File: src/ifmt_pkg.sv
`timescale 1ns / 1ps
package ifmt_pkg;

    // Conversion codes as they arrive on the request.
    localparam logic [3:0] MODE_D   = 4'd0;
    localparam logic [3:0] MODE_U   = 4'd1;
    localparam logic [3:0] MODE_O   = 4'd2;
    localparam logic [3:0] MODE_X   = 4'd3;
    localparam logic [3:0] MODE_XU  = 4'd4;
    localparam logic [3:0] MODE_P   = 4'd5;
    localparam logic [3:0] MODE_C   = 4'd6;
    localparam logic [3:0] MODE_PCT = 4'd7;

    localparam logic [1:0] SZ_INT   = 2'd0;
    localparam logic [1:0] SZ_SHORT = 2'd1;
    localparam logic [1:0] SZ_CHAR  = 2'd2;
    localparam logic [1:0] SZ_LONG  = 2'd3;

    // Job kinds seen by the back end.
    localparam logic [1:0] KIND_RAW = 2'd0;
    localparam logic [1:0] KIND_DEC = 2'd1;
    localparam logic [1:0] KIND_OCT = 2'd2;
    localparam logic [1:0] KIND_HEX = 2'd3;

    localparam int MAX_WIDTH = 64;
    localparam int CNT_W     = 7;
    localparam int DIG_N     = 22;
    localparam int DIG_W     = 5;
    localparam int Q_DEPTH   = 2;
    localparam int PTR_DIGS  = 16;

    localparam logic [7:0] CH_SPACE = 8'h20;
    localparam logic [7:0] CH_PCT   = 8'h25;
    localparam logic [7:0] CH_PLUS  = 8'h2B;
    localparam logic [7:0] CH_MINUS = 8'h2D;
    localparam logic [7:0] CH_ZERO  = 8'h30;
    localparam logic [7:0] CH_XU    = 8'h58;
    localparam logic [7:0] CH_X     = 8'h78;

    typedef struct packed {
        logic [3:0]  mode;
        logic [63:0] value;
        logic [1:0]  size_sel;
        logic        flag_left;
        logic        flag_zero;
        logic        flag_plus;
        logic        flag_space;
        logic        flag_hash;
        logic [6:0]  width;
    } ifmt_req_t;

    typedef struct packed {
        logic [7:0] ch;
        logic       last;
    } ifmt_res_t;

    // One classified conversion waiting for the back end.
    typedef struct packed {
        logic [1:0]       kind;
        logic             upper;
        logic [63:0]      mag;
        logic [7:0]       pre0;
        logic [7:0]       pre1;
        logic [1:0]       plen;
        logic             raw_len;
        logic [DIG_W-1:0] dlen_min;
        logic             left;
        logic             zeros;
        logic [CNT_W-1:0] width;
    } ifmt_job_t;

    typedef struct packed {
        logic idle;
        logic emitting;
    } ifmt_stat_t;

    function automatic logic [7:0] hex_char(input logic [3:0] nib, input logic upper);
        logic [7:0] c;
        if (nib < 4'd10)
        begin
            c = CH_ZERO + {4'd0, nib};
        end
        else if (upper)
        begin
            c = 8'h41 + {4'd0, nib} - 8'd10;
        end
        else
        begin
            c = 8'h61 + {4'd0, nib} - 8'd10;
        end
        return c;
    endfunction

endpackage

File: src/integer_field_formatter.sv
`timescale 1ns / 1ps
// Channel    Ports                    Handshake
// request    req (ifmt_req_t)         taken when start is high and busy is low
// result     res (ifmt_res_t)         one character per cycle while strobe is high
//
// A request is classified as it is taken and waits in a two-entry queue.
// Hex, octal, pointer, char, percent and unknown jobs go from the queue through a length step
// into emission; decimal jobs first pass through the shift-and-add-3 BCD converter.
// One character leaves per cycle, up to 64 per request, and the back end takes the next
// job from the queue only once it has emitted the last character of the current one.
// Reset empties the queue and idles the back end. The receiver cannot stall.
module integer_field_formatter (
    input  logic                clk,
    input  logic                rst_n,
    input  logic                start,
    output logic                busy,
    input  ifmt_pkg::ifmt_req_t req,
    output logic                strobe,
    output ifmt_pkg::ifmt_res_t res
);

    ifmt_pkg::ifmt_job_t  new_job;
    ifmt_pkg::ifmt_job_t  q_data;
    ifmt_pkg::ifmt_stat_t stat;
    logic                 push;
    logic                 pop;
    logic                 q_full;
    logic                 q_empty;

    ifmt_front u_front (
        .start  (start),
        .req    (req),
        .q_full (q_full),
        .busy   (busy),
        .push   (push),
        .job    (new_job)
    );

    ifmt_queue u_queue (
        .clk     (clk),
        .rst_n   (rst_n),
        .push    (push),
        .wr_data (new_job),
        .pop     (pop),
        .rd_data (q_data),
        .full    (q_full),
        .empty   (q_empty)
    );

    ifmt_back u_back (
        .clk     (clk),
        .rst_n   (rst_n),
        .q_empty (q_empty),
        .q_data  (q_data),
        .pop     (pop),
        .strobe  (strobe),
        .res     (res),
        .stat    (stat)
    );

    // A transaction taken from the request side is always held somewhere afterwards.
    a_push_lands: assert property (@(posedge clk) disable iff (!rst_n)
        push |=> !q_empty)
        else $error("accepted transaction not queued");

    // A waiting job is picked up by an idle back end at once.
    a_back_pulls: assert property (@(posedge clk) disable iff (!rst_n)
        (!q_empty && stat.idle) |=> !stat.idle)
        else $error("back end ignored a queued job");

    // Characters of two conversions never run together.
    a_gap_after_last: assert property (@(posedge clk) disable iff (!rst_n)
        (strobe && res.last) |=> !strobe)
        else $error("no gap after final character");

    a_strobe_src: assert property (@(posedge clk) disable iff (!rst_n)
        strobe |-> $past(stat.emitting))
        else $error("strobe without emission");

endmodule

File: src/ifmt_front.sv
`timescale 1ns / 1ps
module ifmt_front (
    input  logic                start,
    input  ifmt_pkg::ifmt_req_t req,
    input  logic                q_full,
    output logic                busy,
    output logic                push,
    output ifmt_pkg::ifmt_job_t job
);

    logic [63:0]               narrow;
    logic [63:0]               sext;
    logic                      neg;
    logic                      nz;
    logic [ifmt_pkg::CNT_W-1:0] wclip;

    assign busy = q_full;
    assign push = start && !q_full;

    always_comb
    begin
        unique case (req.size_sel)
            ifmt_pkg::SZ_INT:
            begin
                narrow = {32'd0, req.value[31:0]};
                sext   = {{32{req.value[31]}}, req.value[31:0]};
                neg    = req.value[31];
            end
            ifmt_pkg::SZ_SHORT:
            begin
                narrow = {48'd0, req.value[15:0]};
                sext   = {{48{req.value[15]}}, req.value[15:0]};
                neg    = req.value[15];
            end
            ifmt_pkg::SZ_CHAR:
            begin
                narrow = {56'd0, req.value[7:0]};
                sext   = {{56{req.value[7]}}, req.value[7:0]};
                neg    = req.value[7];
            end
            default:
            begin
                narrow = req.value;
                sext   = req.value;
                neg    = req.value[63];
            end
        endcase
        nz = (narrow != 64'd0);
        wclip = (req.width > ifmt_pkg::CNT_W'(ifmt_pkg::MAX_WIDTH)) ?
                ifmt_pkg::CNT_W'(ifmt_pkg::MAX_WIDTH) : req.width;

        job.kind     = ifmt_pkg::KIND_RAW;
        job.upper    = 1'b0;
        job.mag      = narrow;
        job.pre0     = ifmt_pkg::CH_ZERO;
        job.pre1     = ifmt_pkg::CH_X;
        job.plen     = 2'd0;
        job.raw_len  = 1'b0;
        job.dlen_min = ifmt_pkg::DIG_W'(1);
        job.left     = req.flag_left;
        job.zeros    = req.flag_zero && !req.flag_left;
        job.width    = wclip;

        unique case (req.mode) inside
            ifmt_pkg::MODE_D:
            begin
                job.kind = ifmt_pkg::KIND_DEC;
                if (neg)
                begin
                    job.mag  = 64'd0 - sext;
                    job.pre0 = ifmt_pkg::CH_MINUS;
                    job.plen = 2'd1;
                end
                else if (req.flag_plus)
                begin
                    job.pre0 = ifmt_pkg::CH_PLUS;
                    job.plen = 2'd1;
                end
                else if (req.flag_space)
                begin
                    job.pre0 = ifmt_pkg::CH_SPACE;
                    job.plen = 2'd1;
                end
            end
            ifmt_pkg::MODE_U:
            begin
                job.kind = ifmt_pkg::KIND_DEC;
            end
            ifmt_pkg::MODE_O:
            begin
                job.kind = ifmt_pkg::KIND_OCT;
                if (req.flag_hash && nz)
                begin
                    job.plen = 2'd1;
                end
            end
            ifmt_pkg::MODE_X, ifmt_pkg::MODE_XU:
            begin
                job.kind  = ifmt_pkg::KIND_HEX;
                job.upper = (req.mode == ifmt_pkg::MODE_XU);
                job.pre1  = (req.mode == ifmt_pkg::MODE_XU) ? ifmt_pkg::CH_XU : ifmt_pkg::CH_X;
                if (req.flag_hash && nz)
                begin
                    job.plen = 2'd2;
                end
            end
            ifmt_pkg::MODE_P:
            begin
                // Pointers always show the full word as sixteen lower-case digits.
                job.kind     = ifmt_pkg::KIND_HEX;
                job.mag      = req.value;
                job.plen     = 2'd2;
                job.dlen_min = ifmt_pkg::DIG_W'(ifmt_pkg::PTR_DIGS);
                job.zeros    = 1'b0;
            end
            ifmt_pkg::MODE_C:
            begin
                job.mag     = req.value;
                job.raw_len = 1'b1;
                job.zeros   = 1'b0;
            end
            ifmt_pkg::MODE_PCT:
            begin
                job.pre0  = ifmt_pkg::CH_PCT;
                job.plen  = 2'd1;
                job.left  = 1'b0;
                job.zeros = 1'b0;
                job.width = '0;
            end
            default:
            begin
                // Unknown conversion: echo it, dropping a null character.
                job.mag     = req.value;
                job.pre0    = ifmt_pkg::CH_PCT;
                job.plen    = 2'd1;
                job.raw_len = (req.value[7:0] != 8'd0);
                job.left    = 1'b0;
                job.zeros   = 1'b0;
                job.width   = '0;
            end
        endcase
    end

endmodule

File: src/ifmt_queue.sv
`timescale 1ns / 1ps
module ifmt_queue (
    input  logic                clk,
    input  logic                rst_n,
    input  logic                push,
    input  ifmt_pkg::ifmt_job_t wr_data,
    input  logic                pop,
    output ifmt_pkg::ifmt_job_t rd_data,
    output logic                full,
    output logic                empty
);

    localparam int PW = $clog2(ifmt_pkg::Q_DEPTH);

    ifmt_pkg::ifmt_job_t mem_reg [ifmt_pkg::Q_DEPTH];
    logic [PW-1:0]       wr_ptr_reg;
    logic [PW-1:0]       wr_ptr_next;
    logic [PW-1:0]       rd_ptr_reg;
    logic [PW-1:0]       rd_ptr_next;
    logic [PW:0]         count_reg;
    logic [PW:0]         count_next;
    logic                do_push;
    logic                do_pop;

    assign full    = (count_reg == (PW+1)'(ifmt_pkg::Q_DEPTH));
    assign empty   = (count_reg == '0);
    assign rd_data = mem_reg[rd_ptr_reg];
    assign do_push = push && !full;
    assign do_pop  = pop && !empty;

    always_comb
    begin
        wr_ptr_next = wr_ptr_reg;
        rd_ptr_next = rd_ptr_reg;
        count_next  = count_reg;
        if (do_push)
        begin
            wr_ptr_next = (wr_ptr_reg == PW'(ifmt_pkg::Q_DEPTH - 1)) ? '0 : wr_ptr_reg + 1'b1;
        end
        if (do_pop)
        begin
            rd_ptr_next = (rd_ptr_reg == PW'(ifmt_pkg::Q_DEPTH - 1)) ? '0 : rd_ptr_reg + 1'b1;
        end
        if (do_push && !do_pop)
        begin
            count_next = count_reg + 1'b1;
        end
        else if (do_pop && !do_push)
        begin
            count_next = count_reg - 1'b1;
        end
    end

    always_ff @(posedge clk or negedge rst_n)
    begin
        if (!rst_n)
        begin
            wr_ptr_reg <= '0;
            rd_ptr_reg <= '0;
            count_reg  <= '0;
        end
        else
        begin
            wr_ptr_reg <= wr_ptr_next;
            rd_ptr_reg <= rd_ptr_next;
            count_reg  <= count_next;
        end
    end

    always_ff @(posedge clk)
    begin
        if (do_push)
        begin
            mem_reg[wr_ptr_reg] <= wr_data;
        end
    end

endmodule

File: src/ifmt_back.sv
`timescale 1ns / 1ps
module ifmt_back (
    input  logic                clk,
    input  logic                rst_n,
    input  logic                q_empty,
    input  ifmt_pkg::ifmt_job_t q_data,
    output logic                pop,
    output logic                strobe,
    output ifmt_pkg::ifmt_res_t res,
    output ifmt_pkg::ifmt_stat_t stat
);

    localparam int CW = ifmt_pkg::CNT_W;
    localparam int DN = ifmt_pkg::DIG_N;
    localparam int DW = ifmt_pkg::DIG_W;

    localparam logic [1:0] ST_IDLE = 2'd0;
    localparam logic [1:0] ST_CONV = 2'd1;
    localparam logic [1:0] ST_LEN  = 2'd2;
    localparam logic [1:0] ST_EMIT = 2'd3;

    logic [1:0]          state_reg;
    logic [1:0]          state_next;
    ifmt_pkg::ifmt_job_t job_reg;
    logic [3:0]          digs_reg [DN];
    logic [3:0]          digs_next [DN];
    logic [3:0]          adj [DN];
    logic [63:0]         bin_reg;
    logic [5:0]          cnt_reg;
    logic [CW-1:0]       b1_reg;
    logic [CW-1:0]       b2_reg;
    logic [CW-1:0]       b3_reg;
    logic [CW-1:0]       b4_reg;
    logic [CW-1:0]       total_reg;
    logic [CW-1:0]       pos_reg;
    logic                strobe_reg;
    logic [7:0]          ch_reg;
    logic                last_reg;

    logic [87:0]         hex_ext;
    logic [65:0]         oct_ext;
    logic [DW-1:0]       nat_len;
    logic [DW-1:0]       dlen_calc;
    logic [CW-1:0]       body;
    logic [CW-1:0]       pad;
    logic [CW-1:0]       b1_calc;
    logic [CW-1:0]       b2_calc;
    logic [CW-1:0]       b3_calc;
    logic [CW-1:0]       b4_calc;
    logic [CW-1:0]       total_calc;
    logic [CW-1:0]       dig_pos;
    logic [3:0]          dig_val;
    logic [7:0]          ch_calc;
    logic                emit_last;

    assign pop           = (state_reg == ST_IDLE) && !q_empty;
    assign strobe        = strobe_reg;
    assign res.ch        = ch_reg;
    assign res.last      = last_reg;
    assign stat.idle     = (state_reg == ST_IDLE);
    assign stat.emitting = (state_reg == ST_EMIT);

    assign hex_ext = {24'd0, q_data.mag};
    assign oct_ext = {2'd0, q_data.mag};

    // Double dabble: correct every BCD digit, then shift one binary bit in; when idle, load hex or octal digits.
    always_comb
    begin
        for (int i = 0; i < DN; i++)
        begin
            adj[i] = (digs_reg[i] >= 4'd5) ? digs_reg[i] + 4'd3 : digs_reg[i];
        end
        for (int i = 0; i < DN; i++)
        begin
            if (state_reg == ST_IDLE)
            begin
                if (q_data.kind == ifmt_pkg::KIND_HEX)
                begin
                    digs_next[i] = hex_ext[4*i +: 4];
                end
                else if (q_data.kind == ifmt_pkg::KIND_OCT)
                begin
                    digs_next[i] = {1'b0, oct_ext[3*i +: 3]};
                end
                else
                begin
                    digs_next[i] = 4'd0;
                end
            end
            else if (i == 0)
            begin
                digs_next[i] = {adj[0][2:0], bin_reg[63]};
            end
            else
            begin
                digs_next[i] = {adj[i][2:0], adj[i-1][3]};
            end
        end
    end

    always_comb
    begin
        nat_len = DW'(1);
        for (int i = 1; i < DN; i++)
        begin
            if (digs_reg[i] != 4'd0)
            begin
                nat_len = DW'(i + 1);
            end
        end
        if (job_reg.kind == ifmt_pkg::KIND_RAW)
        begin
            dlen_calc = DW'(job_reg.raw_len);
        end
        else if (nat_len < job_reg.dlen_min)
        begin
            dlen_calc = job_reg.dlen_min;
        end
        else
        begin
            dlen_calc = nat_len;
        end
        body       = CW'(job_reg.plen) + CW'(dlen_calc);
        pad        = (job_reg.width > body) ? job_reg.width - body : '0;
        b1_calc    = (!job_reg.left && !job_reg.zeros) ? pad : '0;
        b2_calc    = b1_calc + CW'(job_reg.plen);
        b3_calc    = b2_calc + ((!job_reg.left && job_reg.zeros) ? pad : '0);
        b4_calc    = b3_calc + CW'(dlen_calc);
        total_calc = b4_calc + (job_reg.left ? pad : '0);
    end

    always_comb
    begin
        dig_pos = b4_reg - CW'(1) - pos_reg;
        dig_val = (dig_pos < CW'(DN)) ? digs_reg[dig_pos[DW-1:0]] : 4'd0;
        if (pos_reg < b1_reg)
        begin
            ch_calc = ifmt_pkg::CH_SPACE;
        end
        else if (pos_reg < b2_reg)
        begin
            ch_calc = (pos_reg == b1_reg) ? job_reg.pre0 : job_reg.pre1;
        end
        else if (pos_reg < b3_reg)
        begin
            ch_calc = ifmt_pkg::CH_ZERO;
        end
        else if (pos_reg < b4_reg)
        begin
            ch_calc = (job_reg.kind == ifmt_pkg::KIND_RAW) ? job_reg.mag[7:0] :
                      ifmt_pkg::hex_char(dig_val, job_reg.upper);
        end
        else
        begin
            ch_calc = ifmt_pkg::CH_SPACE;
        end
        emit_last = (pos_reg == total_reg - CW'(1));
    end

    always_comb
    begin
        state_next = state_reg;
        unique case (state_reg)
            ST_IDLE:
            begin
                if (!q_empty)
                begin
                    state_next = (q_data.kind == ifmt_pkg::KIND_DEC) ? ST_CONV : ST_LEN;
                end
            end
            ST_CONV:
            begin
                if (cnt_reg == 6'd63)
                begin
                    state_next = ST_LEN;
                end
            end
            ST_LEN:
            begin
                state_next = ST_EMIT;
            end
            ST_EMIT:
            begin
                if (emit_last)
                begin
                    state_next = ST_IDLE;
                end
            end
            default:
            begin
                state_next = ST_IDLE;
            end
        endcase
    end

    always_ff @(posedge clk or negedge rst_n)
    begin
        if (!rst_n)
        begin
            state_reg  <= ST_IDLE;
            strobe_reg <= 1'b0;
            cnt_reg    <= '0;
        end
        else
        begin
            state_reg  <= state_next;
            strobe_reg <= (state_reg == ST_EMIT);
            if (state_reg == ST_CONV)
            begin
                cnt_reg <= cnt_reg + 6'd1;
            end
            else
            begin
                cnt_reg <= '0;
            end
        end
    end

    always_ff @(posedge clk)
    begin
        ch_reg   <= ch_calc;
        last_reg <= emit_last;
        if (pop)
        begin
            job_reg <= q_data;
            bin_reg <= q_data.mag;
        end
        else if (state_reg == ST_CONV)
        begin
            bin_reg <= {bin_reg[62:0], 1'b0};
        end
        if (pop || state_reg == ST_CONV)
        begin
            for (int i = 0; i < DN; i++)
            begin
                digs_reg[i] <= digs_next[i];
            end
        end
        if (state_reg == ST_LEN)
        begin
            b1_reg    <= b1_calc;
            b2_reg    <= b2_calc;
            b3_reg    <= b3_calc;
            b4_reg    <= b4_calc;
            total_reg <= total_calc;
            pos_reg   <= '0;
        end
        else if (state_reg == ST_EMIT)
        begin
            pos_reg <= pos_reg + CW'(1);
        end
    end

endmodule
File: config.mk
export PLATFORM = sky130hd
export DESIGN_NAME = integer_field_formatter
export DESIGN_NICKNAME = d
export VERILOG_FILES = /design/src/ifmt_pkg.sv /design/src/integer_field_formatter.sv /design/src/ifmt_front.sv /design/src/ifmt_queue.sv /design/src/ifmt_back.sv
export SDC_FILE = /design/constraint.sdc
export NUM_CORES = 1
export LEC_CHECK = 0
export BUFFER_PORTS_ARGS = -buffer_cell sky130_fd_sc_hd__buf_2
export CAP_MARGIN = 20
export CORE_AREA = 4 4 304 216
export CTS_CLUSTER_SIZE = 24
export DETAILED_ROUTE_END_ITERATION = 10
export DIE_AREA = 0 0 308 220
export PLACE_DENSITY = 0.65
export SYNTH_ARGS = -nofsm -noshare
export SYNTH_HDL_FRONTEND = slang
export SYNTH_SLANG_ARGS = --single-unit
File: constraint.sdc
create_clock -name clk -period 15.6 [get_ports clk]
set_input_delay 1.56 -clock clk [delete_from_list [all_inputs] [get_ports clk]]
set_output_delay 1.56 -clock clk [all_outputs]
set_load 0.005 [all_outputs]
==> summary.md, run 1 <==
| Metric | Value |
|---|---|
| Initial antenna violation count | 1 |
| Yosys cell types | 92 |
| Synth cell count leaders | edfxtp_1, nor2_1, nand2_1 |
| Hold Startpoint | u_back.cnt_reg[0]$_DFF_PN0_ |
| Post-CTS Resized | 0 |
| Setup TNS | 0 ns |
| Number of global-route vias before repair | 17951 |
| Vias per cell | 5.77 |
| Largest stage delay on the critical path | 0.52 ns |
| Sink Count | 421 |
| Top Ports | 96 |
| # nets final | 2634 |
| Die W | 308 microns |
| First drt pass iteration count | 6 |
| FFs w/ async S/R, synth | 3.09% |
| Via count | 19023 |
| CTS tree | yes |
| Hold slack | 0.468 ns |
| Clk slew on worst S/H paths | 0.06 ns |
| Peak supply drop | 0.167 mV |
| Max-cap violations | 0 |
| H-tree depth | 2 |
| Die area | 67800 sq um |
| WL/cell | 21.6 microns |
| Die height | 220 microns |
| Syn nets | 2569 |
| Clock latency on the worst-skew pair | 0.62 ns |
| Area of the core | 62700 sq um |
| DP Wirelength | 52200 microns |
| Area Growth Syn to Fin | 11.4% |
| Post CTS Setup Buffer Count | 0 |
| Layout Skew | 0.0506 ns |
| Root Driver | clkbuf_16 |
| Total number of yosys warnings | 0 |
| Crit start category | flip-flop |
| Least-Margin Pin Slew | 1.16 ns |
| WHS Path Cells | 1 |
| Tcrit/Tclk final | 62.1% |
| RR Startpoint | u_back.digs_reg[17][0]$_DFFE_PP_ |
| Fill count | 5784 |
| Post-synth EDFFs | 392 |
| Worst hold path class | flip-flop to flip-flop |
| Fmax | 103 MHz |
| Power per standard cell area | 252 nW/um^2 |
| Status | complete, no violations |
| Count of final setup violators | 0 |
| Pin count of the biggest net entering global routing | 76 |
| Ys flop type | edfxtp_1 |
| Critical path's slowest cell | a31oi_1 |
| Number of port buffers | 95 |
| FF-to-FF setup slack | 5.92 ns |
| Area share of the largest cell type after synthesis | 47.3% |
| Seq/Total Area, Yosys | 49.9% |
| Fin crit period | 9.68 ns |
| Top post-synthesis cells by area | edfxtp_1, ha_1, mux2i_1 |
| R2R cell count | 41 |
| Cts bufs inserted | 44 |
| Worst r2r dst | u_back.total_reg[6]$_DFFE_PP_ |
| Final GP Congestion | 0.931 |
| Max transition margin | 22.0% |
| Antenna-violating nets left | 0 |
| Max-slew violations | 0 |
| Clk buf depth | 3 |
| Setup CP Type | flip-flop to flip-flop |
| CP max FO | 11 |
| # hold bufs at CTS | 0 |
| Post-Route WL | 71200 microns |
| RSZ-0062 raised after global routing | false |
| Top cell type by total area after synthesis | edfxtp_1 |
| Worst Path Required | 15.94 ns |
| Leak | 10.5 nW |
| Number of synthesized register bits | 421 |
| Critical path arrival | 10.02 ns |
| Placement row count | 77 |
| Global-route wire length before repair | 108000 microns |
| Post-Syn Instances | 2365 |
| Syn_area_per_cell | 10.5 sq um |
| Final Hold Viols | 0 |
| Max reg flops | 174 |
| First DRT Iteration DRCs | 2017 |
| Layout cells sized above 1 | 12.7% |
| CP dominant cell by count | ha_1 |
| Total Routing Usage GR | 20.7% |
| Mapped cell area | 24900 sq um |
| DRC | 0 |
| Crit end category | flip-flop |
| GRT Residual Overflow | 0 |
| Starting Density | 39.7% |
| Count leader, synth | edfxtp_1 |
| Hold EP | u_back.cnt_reg[0]$_DFF_PN0_ |
==> worst max path at each step <==
stage | from | endpoint | cells after the start
2_1_floorplan | u_back.digs_reg[16][0]$_DFFE_PP_ | u_back.total_reg[6]$_DFFE_PP_ | 42
3_3_place_gp | u_back.digs_reg[17][0]$_DFFE_PP_ | u_back.total_reg[6]$_DFFE_PP_ | 41
3_5_place_dp | u_back.digs_reg[17][0]$_DFFE_PP_ | u_back.total_reg[6]$_DFFE_PP_ | 42
4_1_cts | u_back.digs_reg[17][0]$_DFFE_PP_ | u_back.total_reg[6]$_DFFE_PP_ | 42
5_1_grt | u_back.digs_reg[17][0]$_DFFE_PP_ | u_back.total_reg[6]$_DFFE_PP_ | 42
6_report | u_back.digs_reg[17][0]$_DFFE_PP_ | u_back.total_reg[6]$_DFFE_PP_ | 41
==> worst max-delay path, delay by kind of cell, from the launching register on <==
kind / cells / cell delay [ns]
AO/OA/AOI/OAI: 10 / 2.28
adder cells (fa/ha/maj): 10 / 3.10
multiplexers: 1 / 0.31
AND/OR/NAND/NOR: 12 / 2.32
XOR/XNOR: 4 / 0.61
buffers and inverters: 4 / 0.33
flip-flops: 1 / 0.45
==> power breakdown <==
part | total (mW) | leakage, nW | internal, mW | switching, mW
Clock | 1.07 | 0.709 | 0.604 | 0.469
Combinational | 3.59 | 5.74 | 1.36 | 2.22
Sequential | 2.31 | 4.05 | 2.00 | 0.307
Total | 6.97 | 10.5 | 3.97 | 3.00
==> cells by family (layout without fill, tap and decap cells) <==
kind of cell    Yosys count  count (layout)  synth area share [%]
buf+inv                 237             337                  3.69
fa+ha+maj               121             121                  6.22
simple gates            722             722                  14.1
flops                   421             421                  49.9
xor+xnor                 98              98                  3.60
other cells               1               2                0.0151
compound gates          586             586                  14.0
mux                     179             179                  8.51
==> layer usage <==
| metal | global-route usage (%) | wire length, microns | up-vias |
|---|---|---|---|
| met5 | 0 | 0 | - |
| met4 | 4.25 | 1250 | 0 |
| met3 | 4.44 | 6810 | 96 |
| met2 | 29.2 | 28600 | 805 |
| met1 | 32.5 | 34500 | 9285 |
| li1 | - | - | 8837 |
==> metrics by stage <==
step	instances	util, %	setup slack (ns)	cell area (sq um)	power (mW)
floorplan	2365	-	7.71	24900	4.83
global placement	3212	41.8	6.55	26200	5.72
detailed placement	3212	41.8	6.29	26200	5.83
CTS	3293	44.1	6.17	27700	6.94
global route	3294	44.2	5.39	27700	7.43
finish	3295	44.2	5.92	27700	6.97
==> final cells by class <==
| type | instances | area [sq um] | area share, % |
|---|---|---|---|
| inverters | 135 | 507 | 1.83 |
| well taps | 829 | 1040 | 3.74 |
| diodes | 1 | 2.50 | 0.00903 |
| clock inverters | 26 | 298 | 1.08 |
| multi-input cells | 1707 | 11600 | 41.8 |
| repair buffers | 121 | 683 | 2.47 |
| flip-flops and latches | 421 | 12400 | 44.8 |
| clock buffers | 55 | 1160 | 4.20 |
==> cells in the final DEF (no fill, tap or decap), drive strengths merged, types with 58 or more instances in the layout <==
cell type | Yosys | layout
o21ai | 199 | 199
nand2 | 194 | 194
o22ai | 64 | 64
buf | 26 | 121
edfxtp | 392 | 392
ha | 114 | 114
nor2 | 247 | 247
a21oi | 180 | 180
xnor2 | 58 | 58
inv | 135 | 137
mux2 | 59 | 59
mux2i | 100 | 100
Power figures use the tool's default switching activity.
==> inputs of run 2 (changes only) <==
--- a/config.mk
+++ b/config.mk
@@ -11,7 +11,7 @@
 export CTS_CLUSTER_SIZE = 24
 export DETAILED_ROUTE_END_ITERATION = 10
 export DIE_AREA = 0 0 308 220
-export PLACE_DENSITY = 0.65
+export PLACE_DENSITY = 0.67
 export SYNTH_ARGS = -nofsm -noshare
 export SYNTH_HDL_FRONTEND = slang
 export SYNTH_SLANG_ARGS = --single-unit
==> constraint.sdc (replaced) <==
create_clock -name clk -period 8.2 [get_ports clk]
set_input_delay 0.82 -clock clk [delete_from_list [all_inputs] [get_ports clk]]
set_output_delay 0.82 -clock clk [all_outputs]
set_load 0.005 [all_outputs]
==> run 2 against run 1 <==
  * Register-to-register slack got worse by 5.7 ns
  * Worst hold slack worse by 0.30 ns
  * Clock power grew 84%
  * Combinational power is 120% higher
  * Non-clock buffer count increased by 78
  * Critical path type unchanged
  * Count of clock-buffer cells in the layout unchanged
  * Critical path depth increased by 2
  * First-iteration DRC count up 4.8%
  * Die area unchanged
  * Via count rose by 1.6%
  * Largest cell class unchanged
  * Cell count rose by 2.2%
  * Largest power group unchanged
  * Flip-flop and latch count stayed put
==> summary.md, run 2 (synthesized netlist as in run 1, its figures left out) <==
| Metric | Value |
|---|---|
| Status | complete, no violations (unchanged) |
| # nets final | 2711 (was 2634) |
| Root Driver | clkbuf_16 (unchanged) |
| Initial antenna violation count | 2 (was 1) |
| Clock latency on the worst-skew pair | 0.59 ns (was 0.62 ns) |
| First drt pass iteration count | 6 (unchanged) |
| Antenna-violating nets left | 0 (unchanged) |
| CP top delay family | compound AO/OA/AOI/OAI gates (was adder cells) |
| Starting Density | 39.7% (unchanged) |
| Setup TNS | 0 ns (unchanged) |
| Layout cells sized above 1 | 18.0% (was 12.7%) |
| WL/cell | 21.4 microns (was 21.6 microns) |
| Pin count of the biggest net entering global routing | 83 (was 76) |
| Power share of the clock group | 13.9% (was 15.4%) |
| Die height | 220 microns (unchanged) |
| Final Hold Viols | 0 (unchanged) |
| First DRT Iteration DRCs | 2114 (was 2017) |
| Placement row count | 77 (unchanged) |
| Worst Path Required | 8.54 ns (was 15.94 ns) |
| Setup CP Type | flip-flop to flip-flop (unchanged) |
| Power per standard cell area | 494 nW/um^2 (was 252 nW/um^2) |
| Commonest non-fill, non-tap cell in the layout | edfxtp_1 (unchanged) |
| Net Sw Power | 6.02 mW (was 3.00 mW) |
| Pint | 8.11 mW (was 3.97 mW) |
| Commonest cells after routing, fill and taps aside | edfxtp_1, nor2_1, nand2_1 (unchanged) |
| Cts bufs inserted | 43 (was 44) |
| Layout Skew | 0.0201 ns (was 0.0506 ns) |
| Vias per cell | 5.74 (was 5.77) |
| Critical path's slowest cell | or3b_4 (was a31oi_1) |
| CTS tree | yes (unchanged) |
| DRC | 0 (unchanged) |
| Share of power burned in registers | 31.2% (was 33.1%) |
| Critical path arrival | 8.29 ns (was 10.02 ns) |
| Worst hold path class | primary input to asynchronous set/reset pin (was flip-flop to flip-flop) |
| Number of port buffers | 95 (unchanged) |
| Least-Margin Pin Slew | 1.35 ns (was 1.16 ns) |
| Clk buf depth | 3 (unchanged) |
| Count of final setup violators | 0 (unchanged) |
| GRT Residual Overflow | 0 (unchanged) |
| Area of the core | 62700 sq um (unchanged) |
| CP dominant cell by count | ha_1 (unchanged) |
| Max reg flops | 174 (unchanged) |
| Crit start category | flip-flop (unchanged) |
| Sw frac | 42.6% (was 43.1%) |
| DP Wirelength | 52700 microns (was 52200 microns) |
| Peak supply drop | 0.400 mV (was 0.167 mV) |
| CP max FO | 7 (was 11) |
| Area Growth Syn to Fin | 15.1% (was 11.4%) |
| Die area | 67800 sq um (unchanged) |
| Max-slew violations | 0 (unchanged) |
| Total Routing Usage GR | 20.6% (was 20.7%) |
| # hold bufs at CTS | 0 (unchanged) |
| Max transition margin | 9.72% (was 22.0%) |
| Leak | 10.9 nW (was 10.5 nW) |
| Max-cap violations | 0 (unchanged) |
| Crit end category | flip-flop (unchanged) |
| H-tree depth | 2 (unchanged) |
| Die W | 308 microns (unchanged) |
| Total power | 14.1 mW (was 6.97 mW) |
| CP bufs+invs | 4 (unchanged) |
| Fmax | 126 MHz (was 103 MHz) |
| Largest stage delay on the critical path | 0.40 ns (was 0.52 ns) |
| Comb pwr share | 54.8% (was 51.5%) |
| Final GP Congestion | 0.948 (was 0.931) |
| Fin crit period | 7.96 ns (was 9.68 ns) |
| Top Ports | 96 (unchanged) |
| ANT cells | 0 (was 1) |
| Sink Count | 421 (unchanged) |
| Global-route wire length before repair | 108000 microns (about the same) |
| Via count | 19329 (was 19023) |
| Clk slew on worst S/H paths | 0.06 ns (about the same) |
| Number of global-route vias before repair | 17971 (was 17951) |
| Post-Route WL | 72100 microns (was 71200 microns) |
| Tcrit/Tclk final | 97.0% (was 62.1%) |
| Fill count | 5637 (was 5784) |
==> run 2: cell count changes in the layout (fill, tap and decap cells not counted), moves of 8 or more <==
cell,previous run,this run
nor3b_2,2,11
nor3b_1,37,22
inv_2,0,9
inv_1,135,126
ha_1,112,98
ha_4,1,9
buf_4,25,102
==> run 2: path summary, 6_finish.rpt <==
check | startpoint | to | slack [ns] | cells past startpoint
worst max-delay path | u_back.digs_reg[4][0]$_DFFE_PP_ | u_back.total_reg[6]$_DFFE_PP_ | 0.24 | 43
worst min-delay path | rst_n | u_back.cnt_reg[3]$_DFF_PN0_ | 0.17 | 1
worst max register to register | u_back.digs_reg[4][0]$_DFFE_PP_ | u_back.total_reg[6]$_DFFE_PP_ | 0.24 | 43
worst min register to register | u_back.cnt_reg[0]$_DFF_PN0_ | u_back.cnt_reg[0]$_DFF_PN0_ | 0.46 | 1
max in group asynchronous | rst_n | u_queue.rd_ptr_reg$_DFFE_PN0P_ | 7.69 | 1
min in group clk | u_back.cnt_reg[0]$_DFF_PN0_ | u_back.cnt_reg[0]$_DFF_PN0_ | 0.46 | 1
==> run 2: routing by layer <==
metal,vias to the layer above,share of wire [%],track usage (%)
met3,91,9.9,5.01
met2,885,41,29.3
li1,8958,-,-
met4,0,1.6,3.90
met1,9395,47,31.9
met5,-,0,0
==> run 2: power groups by stage <==
stage	Combinational, mW	Clock [mW]	Sequential [mW]
6_report	7.75	1.97	4.41
2_1_floorplan	4.92	0	4.28
3_5_place_dp	7.15	0	4.41
3_3_place_gp	6.95	0	4.37
4_1_cts	7.24	2.01	4.37
5_1_grt	8.41	2.10	4.49
==> run 2: what timing repair did <==
item / in CTS / in global routing
setup buffers: 2 / 26
setup endpoints to repair: 2 / 4
gates resized for setup: 11 / 79
endpoints found under the hold margin: 0 / 0
pin swaps: 2 / 24
==> run 2: layout make-up <==
| cell class | count | area, sq um | area share [%] |
|---|---|---|---|
| Multi-Input combinational cell | 1707 | 12000 | 41.9 |
| Tap cell | 829 | 1040 | 3.62 |
| Timing Repair Buffer | 199 | 1260 | 4.39 |
| Clock buffer | 55 | 1160 | 4.06 |
| Sequential cell | 421 | 12400 | 43.4 |
| Inverter | 135 | 507 | 1.77 |
| Clock inverter | 22 | 245 | 0.857 |
==> run 2: stage by stage <==
stage	hold slack (ns)	util [%]	worst slack, ns	instances	area, sq um
2_1_floorplan	0.418	-	0.310	2365	24900
3_3_place_gp	0.446	42.4	0.0471	3261	26600
3_5_place_dp	0.453	42.4	-0.169	3261	26600
4_1_cts	0.155	44.7	0.00838	3340	28100
5_1_grt	0.180	45.6	-0.106	3368	28600
6_report	0.168	45.6	0.243	3368	28600
==> inputs of run 3 (changes only) <==
==> constraint.sdc (replaced) <==
create_clock -name clk -period 8.2 [get_ports clk]
set_input_delay 0.41 -clock clk [delete_from_list [all_inputs] [get_ports clk]]
set_output_delay 0.41 -clock clk [all_outputs]
set_load 0.005 [all_outputs]
==> run 3 against run 2 <==
  * Sequential share of layout area about the same
  * Total power about the same
  * Highest routed layer unchanged
  * Worst hold slack worse by 0.11 ns
  * Non-clock buffer count up 1
  * First-iteration DRC count down 0.99%
  * Critical path type unchanged
  * Largest power group unchanged
  * Worst setup slack worse by 0.0011 ns
  * Core utilization about the same
  * Combinational power about the same
==> summary.md, run 3 (synthesized netlist as in run 1, its figures left out) <==
| Metric | Value |
|---|---|
| Status | complete, no violations (unchanged) |
| Hold slack | 0.0562 ns (was 0.168 ns) |
| Max transition margin | 7.72% (was 9.72%) |
| Place WS | -0.169 ns (unchanged) |
| Top Ports | 96 (unchanged) |
| WL/cell | 21.4 microns (about the same) |
| Fmax | 126 MHz (about the same) |
| Power per standard cell area | 493 nW/um^2 (was 494 nW/um^2) |
| ANT cells | 0 (unchanged) |
| Leak | 10.9 nW (about the same) |
| Peak supply drop | 0.400 mV (about the same) |
| Via count | 19352 (was 19329) |
| Post-Route WL | 72000 microns (was 72100 microns) |
| Die W | 308 microns (unchanged) |
| Max-cap violations | 0 (unchanged) |
| Total Routing Usage GR | 20.6% (unchanged) |
| Sw frac | 42.6% (about the same) |
| DRC | 0 (unchanged) |
| Clk buf depth | 3 (unchanged) |
| Placement row count | 77 (unchanged) |
| Count of final setup violators | 0 (unchanged) |
| Setup CP Type | flip-flop to flip-flop (unchanged) |
| H-tree depth | 2 (unchanged) |
| Largest stage delay on the critical path | 0.40 ns (about the same) |
| Die area | 67800 sq um (unchanged) |
| Worst hold path class | primary input to flip-flop (was primary input to asynchronous set/reset pin) |
| Share of power burned in registers | 31.2% (about the same) |
| Global-route wire length before repair | 108000 microns (unchanged) |
| Number of global-route vias before repair | 17971 (unchanged) |
| Crit start category | flip-flop (unchanged) |
| First DRT Iteration DRCs | 2093 (was 2114) |
| Vias per cell | 5.74 (about the same) |
| Critical path's slowest cell | or3b_4 (unchanged) |
| Comb pwr share | 54.8% (about the same) |
| CTS tree | yes (unchanged) |
| Net Sw Power | 6.01 mW (was 6.02 mW) |
| Max-slew violations | 0 (unchanged) |
| Root Driver | clkbuf_16 (unchanged) |
| Initial antenna violation count | 2 (unchanged) |
| DP Wirelength | 52700 microns (unchanged) |
| Cts bufs inserted | 43 (unchanged) |
| CP max FO | 7 (unchanged) |
| Area of the core | 62700 sq um (unchanged) |
| Pin count of the biggest net entering global routing | 83 (unchanged) |
| Final Hold Viols | 0 (unchanged) |
| Commonest non-fill, non-tap cell in the layout | edfxtp_1 (unchanged) |
| Final non-filler cell total | 3369 (was 3368) |
| GRT Residual Overflow | 0 (unchanged) |
| Antenna-violating nets left | 0 (unchanged) |
| Crit end category | flip-flop (unchanged) |
| Clk slew on worst S/H paths | 0.06 ns (about the same) |
| Layout Skew | 0.0207 ns (was 0.0201 ns) |
| Area Growth Syn to Fin | 15.1% (about the same) |
| Max reg flops | 174 (unchanged) |
| Least-Margin Pin Slew | 1.38 ns (was 1.35 ns) |
| Critical path arrival | 8.29 ns (about the same) |
| Die height | 220 microns (unchanged) |
| Pint | 8.11 mW (about the same) |
| Fin crit period | 7.96 ns (about the same) |
| Power share of the clock group | 14.0% (was 13.9%) |
| Tcrit/Tclk final | 97.0% (about the same) |
| Dpl cells | 3261 (unchanged) |
| Commonest cells after routing, fill and taps aside | edfxtp_1, nor2_1, nand2_1 (unchanged) |
| Sink Count | 421 (unchanged) |
| First drt pass iteration count | 5 (was 6) |
| Starting Density | 39.7% (unchanged) |
| Worst Path Required | 8.54 ns (about the same) |
| # nets final | 2712 (was 2711) |
| Clock latency on the worst-skew pair | 0.59 ns (about the same) |
| Number of port buffers | 95 (unchanged) |
| PnR worst setup slack | 0.242 ns (was 0.243 ns) |
| Final GP Congestion | 0.948 (unchanged) |
| Layout cells sized above 1 | 18.0% (about the same) |
run 3: area by class of cell:
cell class / count / area, sq um
Fill cell: 5639 / 34100
Sequential cell: 421 / 12400
Multi-Input combinational cell: 1707 / 12000
Timing Repair Buffer: 200 / 1270
Clock buffer: 55 / 1160
Tap cell: 829 / 1040
Inverter: 135 / 507
Clock inverter: 22 / 245
run 3: final timing paths:
kind,from,to,slack [ns],depth (start not counted)
max in group asynchronous,rst_n,u_queue.rd_ptr_reg$_DFFE_PN0P_,7.52,2
max reg2reg,u_back.digs_reg[4][0]$_DFFE_PP_,u_back.total_reg[6]$_DFFE_PP_,0.24,44
min in group asynchronous,rst_n,u_back.cnt_reg[3]$_DFF_PN0_,0.32,2
max,u_back.digs_reg[4][0]$_DFFE_PP_,u_back.total_reg[6]$_DFFE_PP_,0.24,44
min reg2reg,u_back.cnt_reg[0]$_DFF_PN0_,u_back.cnt_reg[0]$_DFF_PN0_,0.46,1
min,req[14],u_queue.mem_reg[1][33]$_DFFE_PP_,0.06,1
run 3: through the flow:
step	power, mW	instance area (sq um)	TNS [ns]	util, %
finish	14.1	28600	0	45.7
global route	15.0	28600	-0.106	45.7
CTS	13.6	28100	0	44.8
detailed placement	11.6	26600	-0.169	42.4
global placement	11.3	26600	0	42.4
floorplan	9.19	24900	0	-
run 3: critical path: cells and delay by family (launching register included):
| kind | cells | cell delay (ns) |
|---|---|---|
| xor gates and xnor gates | 4 | 0.51 |
| buffers and inverters | 7 | 0.69 |
| and+or+nand+nor | 10 | 1.28 |
| AOI/OAI and AO/OA | 14 | 2.33 |
| DFF | 1 | 0.38 |
| adders and majority gates | 8 | 2.17 |
| muxes | 1 | 0.33 |
run 3: power by group through the flow:
stage	clock, mW	sequential [mW]	combinational (mW)
2_1_floorplan	0	4.28	4.92
3_3_place_gp	0	4.37	6.95
3_5_place_dp	0	4.41	7.15
4_1_cts	2.01	4.37	7.24
5_1_grt	2.10	4.49	8.41
6_report	1.97	4.41	7.74
run 3: timing repair:
item / in CTS / in global routing
resized for setup: 11 / 79
cloned: 0 / 0
endpoints found under the hold margin: 13 / 0
buffers inserted: 2 / 26
hold buffers: 1 / 0
pin swaps: 2 / 24
endpoints found under the setup margin: 2 / 4
run 3: metal layers:
layer | routed length, microns | global-route usage [%] | vias up | part of all wire, %
met5 | 0 | 0 | - | 0
met1 | 34000 | 31.9 | 9421 | 47
li1 | - | - | 8964 | -
met4 | 1130 | 3.90 | 0 | 1.6
met3 | 7070 | 5.01 | 90 | 9.8
met2 | 29900 | 29.3 | 877 | 41
